===== src/assert_macros.svh =====
// Assertion macros used by the RTL of the array list engine.
`ifndef ASSERT_MACROS_SVH
`define ASSERT_MACROS_SVH

// Same-cycle implication, disabled while reset is asserted.
`define ASSERT_IMPLY(label, clk, rst_n, ante, cons) \
  label: assert property (@(posedge clk) disable iff (!rst_n) (ante) |-> (cons)) \
    else $error("assertion failed: same-cycle implication");

// Next-cycle implication, disabled while reset is asserted.
`define ASSERT_NEXT(label, clk, rst_n, ante, cons) \
  label: assert property (@(posedge clk) disable iff (!rst_n) (ante) |=> (cons)) \
    else $error("assertion failed: next-cycle implication");

`endif


===== src/bale_pkg.sv =====
// Types and constants of the bounded array list engine.
package bale_pkg;

  typedef enum logic [1:0] {
    CMD_APPEND = 2'd0,
    CMD_REMOVE = 2'd1,
    CMD_SEARCH = 2'd2,
    CMD_UPDATE = 2'd3
  } cmd_t;

  localparam logic [4:0]        CAP_RESET  = 5'd16;
  localparam logic signed [4:0] FOUND_NONE = -5'sd1;

endpackage


===== src/bounded_array_list_engine_unit.sv =====
// Bounded array list engine: append, remove-last, search and update on a list of words.
//
// Append, remove-last and update are executed in the cycle the request is
// accepted; the result then waits in S_HOLD until the output register is
// free and moves into it from there. A search reads the entries from
// position 0 upward through the single read port of the entry memory, one
// entry per cycle, and stops at the first hit or at the end of the list; the
// compare runs in the cycle after the read. The block accepts no request
// while one is in progress, but a new request is taken while the previous
// result still waits on the output register. Capacity is written through
// cfg_we and cfg_wdata; the user must write it only while the block is idle,
// which the block itself does not enforce. Values above DEPTH act as DEPTH.
module bounded_array_list_engine_unit
  import bale_pkg::*;
#(
  parameter int DEPTH = 16
) (
  input  logic               clk,
  input  logic               rst_n,
  input  logic               cfg_we,
  input  logic [4:0]         cfg_wdata,
  input  logic               in_valid,
  output logic               in_ready,
  input  logic [1:0]         in_cmd,
  input  logic signed [31:0] in_value,
  input  logic [3:0]         in_index,
  output logic               out_valid,
  input  logic               out_ready,
  output logic               out_ok,
  output logic signed [4:0]  out_found_index,
  output logic [4:0]         out_count
);

  `include "assert_macros.svh"

  localparam int AW = (DEPTH > 1) ? $clog2(DEPTH) : 1;

  typedef enum logic [1:0] {
    S_IDLE,
    S_SCAN,
    S_HOLD
  } state_t;

  state_t             state_r, state_nxt;
  logic [4:0]         cap_r, cap_nxt;
  logic [4:0]         length_r, length_nxt;
  logic [31:0]        value_r, value_nxt;
  logic [4:0]         issue_r, issue_nxt;
  logic               pend_r, pend_nxt;
  logic [4:0]         pend_i_r, pend_i_nxt;
  logic               res_ok_r, res_ok_nxt;
  logic signed [4:0]  res_found_r, res_found_nxt;
  logic               out_valid_r, out_valid_nxt;
  logic               out_ok_r, out_ok_nxt;
  logic signed [4:0]  out_found_r, out_found_nxt;
  logic [4:0]         out_count_r, out_count_nxt;

  logic [31:0]        mem [DEPTH];
  logic [31:0]        rd_data_r;
  logic               mem_we;
  logic [AW-1:0]      mem_wa;
  logic [AW-1:0]      rd_addr;
  logic [4:0]         cap_lim;

  assign cap_lim = (32'(cap_r) > DEPTH) ? 5'(DEPTH) : cap_r;
  assign rd_addr = AW'(issue_r);

  assign in_ready        = (state_r == S_IDLE);
  assign out_valid       = out_valid_r;
  assign out_ok          = out_ok_r;
  assign out_found_index = out_found_r;
  assign out_count       = out_count_r;

  always_comb begin
    state_nxt     = state_r;
    cap_nxt       = cfg_we ? cfg_wdata : cap_r;
    length_nxt    = length_r;
    value_nxt     = value_r;
    issue_nxt     = issue_r;
    pend_nxt      = pend_r;
    pend_i_nxt    = pend_i_r;
    res_ok_nxt    = res_ok_r;
    res_found_nxt = res_found_r;
    out_valid_nxt = out_valid_r && !out_ready;
    out_ok_nxt    = out_ok_r;
    out_found_nxt = out_found_r;
    out_count_nxt = out_count_r;
    mem_we        = 1'b0;
    mem_wa        = '0;

    case (state_r)
      S_IDLE: begin
        if (in_valid) begin
          value_nxt     = in_value;
          res_ok_nxt    = 1'b0;
          res_found_nxt = FOUND_NONE;
          state_nxt     = S_HOLD;
          case (cmd_t'(in_cmd))
            CMD_APPEND: begin
              if (length_r < cap_lim) begin
                mem_we     = 1'b1;
                mem_wa     = AW'(length_r);
                length_nxt = length_r + 5'd1;
                res_ok_nxt = 1'b1;
              end
            end
            CMD_REMOVE: begin
              if (length_r != 5'd0) begin
                length_nxt = length_r - 5'd1;
                res_ok_nxt = 1'b1;
              end
            end
            CMD_SEARCH: begin
              state_nxt = S_SCAN;
              issue_nxt = 5'd0;
              pend_nxt  = 1'b0;
            end
            CMD_UPDATE: begin
              if ({1'b0, in_index} < length_r) begin
                mem_we     = 1'b1;
                mem_wa     = AW'(in_index);
                res_ok_nxt = 1'b1;
              end
            end
            default: begin
              state_nxt = S_HOLD;
            end
          endcase
        end
      end
      S_SCAN: begin
        if (pend_r && (rd_data_r == value_r)) begin
          res_ok_nxt    = 1'b1;
          res_found_nxt = $signed(pend_i_r);
          state_nxt     = S_HOLD;
        end else if (!pend_r && (issue_r >= length_r)) begin
          state_nxt = S_HOLD;
        end else if (issue_r < length_r) begin
          issue_nxt  = issue_r + 5'd1;
          pend_nxt   = 1'b1;
          pend_i_nxt = issue_r;
        end else begin
          pend_nxt = 1'b0;
        end
      end
      S_HOLD: begin
        if (!out_valid_r || out_ready) begin
          out_valid_nxt = 1'b1;
          out_ok_nxt    = res_ok_r;
          out_found_nxt = res_found_r;
          out_count_nxt = length_r;
          state_nxt     = S_IDLE;
        end
      end
      default: begin
        state_nxt = S_IDLE;
      end
    endcase
  end

  always_ff @(posedge clk) begin
    if (!rst_n) begin
      state_r     <= S_IDLE;
      cap_r       <= CAP_RESET;
      length_r    <= 5'd0;
      pend_r      <= 1'b0;
      out_valid_r <= 1'b0;
    end else begin
      state_r     <= state_nxt;
      cap_r       <= cap_nxt;
      length_r    <= length_nxt;
      pend_r      <= pend_nxt;
      out_valid_r <= out_valid_nxt;
      value_r     <= value_nxt;
      issue_r     <= issue_nxt;
      pend_i_r    <= pend_i_nxt;
      res_ok_r    <= res_ok_nxt;
      res_found_r <= res_found_nxt;
      out_ok_r    <= out_ok_nxt;
      out_found_r <= out_found_nxt;
      out_count_r <= out_count_nxt;
    end
  end

  always_ff @(posedge clk) begin
    if (mem_we) begin
      mem[mem_wa] <= in_value;
    end
    rd_data_r <= mem[rd_addr];
  end

  `ASSERT_NEXT(a_append_grows, clk, rst_n,
    in_valid && in_ready && (cmd_t'(in_cmd) == CMD_APPEND) && (length_r < cap_lim),
    length_r == $past(length_r) + 5'd1)

  `ASSERT_NEXT(a_remove_shrinks, clk, rst_n,
    in_valid && in_ready && (cmd_t'(in_cmd) == CMD_REMOVE) && (length_r != 5'd0),
    length_r == $past(length_r) - 5'd1)

  `ASSERT_IMPLY(a_found_in_range, clk, rst_n,
    out_valid_r && (out_found_r != FOUND_NONE),
    out_ok_r && ($unsigned(out_found_r) < out_count_r))

endmodule

===== config.mk =====
export PLATFORM = sky130hd
export DESIGN_NAME = bounded_array_list_engine_unit
export DESIGN_NICKNAME = d
export VERILOG_FILES = /design/src/bale_pkg.sv /design/src/bounded_array_list_engine_unit.sv
export VERILOG_INCLUDE_DIRS = /design/src /design/src/src
export SDC_FILE = /design/constraint.sdc
export NUM_CORES = 1
export LEC_CHECK = 0
export ABC_AREA = 1
export CAP_MARGIN = 10
export CORE_ASPECT_RATIO = 1.25
export CORE_MARGIN = 2
export CORE_UTILIZATION = 55
export CTS_BUF_LIST = sky130_fd_sc_hd__clkbuf_2
export DETAILED_ROUTE_END_ITERATION = 7
export DONT_BUFFER_PORTS = 1
export GPL_TIMING_DRIVEN = 0
export PLACE_DENSITY = 0.7
export SETUP_SLACK_MARGIN = 0.2
export SYNTH_ARGS = -nofsm -noshare
export SYNTH_HDL_FRONTEND = slang
export SYNTH_SLANG_ARGS = --single-unit

===== constraint.sdc =====
create_clock -name clk -period 5.6 [get_ports clk]
set_input_delay 0.28 -clock clk [delete_from_list [all_inputs] [get_ports clk]]
set_output_delay 0.28 -clock clk [all_outputs]
set_load 0.02 [all_outputs]

==> flow_metrics.tcl <==
set metrics [dict create \
    grt.overflow.total 0 \
    drive_above_1_share_pct 14.85 \
    synthCells 1853 \
    fmax_mhz 207.1 \
    highest_layer "met5" \
    pin_count 61 \
    drv_cap 0 \
    r2r_end "mem[1][24]" \
    rsz0062_at_grt "no" \
    whs_ns 0.1158 \
    maxSlewHeadroom_pct 36.26 \
    vias_per_cell 5.986 \
    hold_viol_final 0 \
    layout.nets 2150 \
    clock_tree.buffer_depth 3 \
    worstPathMaxFanout 20 \
    fp.dieH_um 240.0 \
    crit_type "register to register" \
    via_count 16532 \
    irDropWorstVdd_v 0.0001702 \
    r2r_start "length_r[3]" \
    worstHoldEndpoint "mem[0][13]" \
    hpwlAfterDp_mm 42.20 \
    maxSlewViolCount 0 \
    core_um2 44010 \
    p_per_area_nw_per_um2 310.1 \
    drc_errors 0 \
    die_w_um 192.8 \
    yosys_register_bits 617 \
    rr_worst_depth 16 \
    area_growth_pct 13.44 \
    grt_pass1_vias 16459 \
    htree_num_levels 4 \
    grt_max_degree 22 \
    insertion_delay_ns 1.14 \
    hold_class "input port to register" \
    cts_num_sinks 617 \
    final_common_cell "edfxtp_1" \
    synth_edf_count 571 \
    numPortBuffers 0 \
    ant_nets 0 \
    drt-met1-wl_mm 24.32 \
    crit_start "length_r[3]" \
    dr_wl_met2_mm 32.92 \
    wl_per_cell_um 24.10 \
    fillers 3263 \
    seq_area_um2 18070 \
    async_flop_share_pct 0 \
    totalNegativeSetupSlack_ns 0 \
    synth_top_area_share_pct 69.99 \
    gp_congestion 0.8703 \
    dieArea_um2 46260 \
    tritoncts.num_buffers 142 \
    initial_core_util_pct 55.67 \
    cts_resized 0 \
    layout_common_cells "edfxtp_1, nor2_1, clkbuf_2" \
    cts_tree "built" \
    syn_nets 1922 \
    fin_crit_sh_pct 86.21 \
    antenna_found_initial 2 \
    critPathRequiredTime_ns 6.38 \
    setup_viol 0 \
    outcome "finished, final reports clean" \
    drt_wl_total_mm 66.56 \
    crit_path_end_kind "register" \
    yosys_warnings 0 \
    regToRegSetupSlack_ns 0.77 \
    layout_min_cycle_time_ns 4.828 \
    seq_area_frac_synth_pct 73.75 \
    syn_avg_cell_area_um2 13.22 \
    hp-start "in_index[3]" \
    dr.pass1.iters 5 \
    syn_area_um2 24500 \
    first_iter_violations 2029 \
    worstPathArrival_ns 5.61 \
    cp-start-kind "register" \
    fin_ws_ns 0.7720 \
    dr_wl_met3_mm 6.096 \
    rows 86 \
    clock_skew_ns 0.09467 \
    synthTopCellsByArea "edfxtp_1, nor2_1, dfxtp_1" \
    cts_root_buf "clkbuf_2" \
    grt_pass1_wl_mm 97.95 \
    dp_slack_ns 2.297 \
    synth_top_cell_by_area "edfxtp_1" \
    gr-usage-all-layers_pct 29.49 \
    clk_pin_slew_worst_paths_ns 0.10 \
    synthFlopType "edfxtp_1" \
    worstMarginPinSlew_ns 0.9562 \
    multi_input_area_um2 5747 \
    leakagePower_nw 9.874 \
    synth_cell_types 40 \
    hold_depth 6 \
]
[critical path: stages (launching register included)]
cell and delay, ns:
dfxtp_1 0.42, inv_1 0.15, ha_1 0.30, inv_1 0.03
nor2_1 0.14, o2111ai_1 0.11, dlygate4sd3_1 0.57, nand3_1 0.12
inv_2 0.07, nand2_1 0.07, o21ai_2 0.09, nor2_1 0.11
dlygate4sd3_1 0.58, nand2_1 0.10, nor2_4 0.15, dlygate4sd3_1 1.18
buf_12 0.29
[registers in the layout, summed over array words and instances (netlist names), 5 cells and up]
| register | flops |
|---|---|
| cap_r | 5 |
| issue_r | 5 |
| length_r | 5 |
| mem | 512 |
| out_count | 5 |
| out_found_index | 5 |
| pend_i_r | 5 |
| rd_data_r | 32 |
| res_found_r | 5 |
| value_r | 32 |
[repair_timing]
item / in CTS / in global routing
buffers inserted: 0 / 0
endpoints found under the hold margin: 841 / 0
hold buffers: 66 / 0
[synthesized netlist by cell type (2+ instances only)]
master,instances
o211ai_1,12
o21ai_1,6
edfxtp_1,571
inv_1,81
buf_4,9
a21oi_1,18
o21ai_2,4
clkbuf_1,55
mux2i_1,52
o221ai_1,52
inv_2,4
buf_6,8
nand3_1,75
xor2_1,4
or2_4,2
nor3_1,4
or2_2,7
ha_1,20
dfxtp_1,46
nor2_2,5
xnor2_1,2
nand2_1,199
buf_1,4
o32ai_1,76
o2111ai_1,2
nand4_1,6
buf_2,20
nor2_1,362
o21ai_0,136
[cell type report]
class / instances / share of cell area, %
multi-input combinational: 1054 / 20.68
buffer: 96 / 1.724
clock inverter: 39 / 1.252
clock buffer: 212 / 3.818
timing repair buffer: 84 / 3.764
sequential: 617 / 65.01
inverter: 86 / 1.162
antenna: 2 / 0.01801
tap: 572 / 2.575
[stage by stage]
step           area [um2]  cells  utilization (%)  power, W
2_1_floorplan       24500   1853                -  0.005436
3_3_place_gp        25210   2425            57.29  0.005540
3_5_place_dp        25720   2443            58.44  0.005562
4_1_cts             27790   2760            63.14  0.008635
5_1_grt             27790   2761            63.14  0.008907
6_report            27790   2762            63.15  0.008618
[worst max-delay path by stage]
stage	endpoint	slack, ns
final	mem[1][24]	0.77
after global routing	mem[1][1]	0.50
after CTS	mem[1][1]	0.75
after detailed placement	mem[9][16]	2.30
after global placement	mem[1][17]	0.28
after floorplan	mem[13][0]	2.12
[power by group]
group | internal (W) | switching (W) | total (W)
sequential | 0.00508 | 0.0000314 | 0.00511
combinational | 0.000139 | 0.000307 | 0.000446
clock | 0.00133 | 0.00173 | 0.00306
total | 0.00655 | 0.00207 | 0.00862
[per-layer routing]
layer	up-vias	global-route usage (%)
li1	7343	-
met1	7970	36.31
met2	1011	48.86
met3	206	5.780
met4	2	16.45
met5	-	0
[cells by family after synthesis]
group,Yosys count,synth area share [%]
and+or+nand+nor,664,10.93
DFF,617,73.75
AOI/OAI and AO/OA,311,8.606
buffers and inverters,182,3.274
muxes,52,2.125
adders and majority gates,21,1.103
xor gates and xnor gates,6,0.2145
No activity file was read; power rests on OpenSTA's default activity.
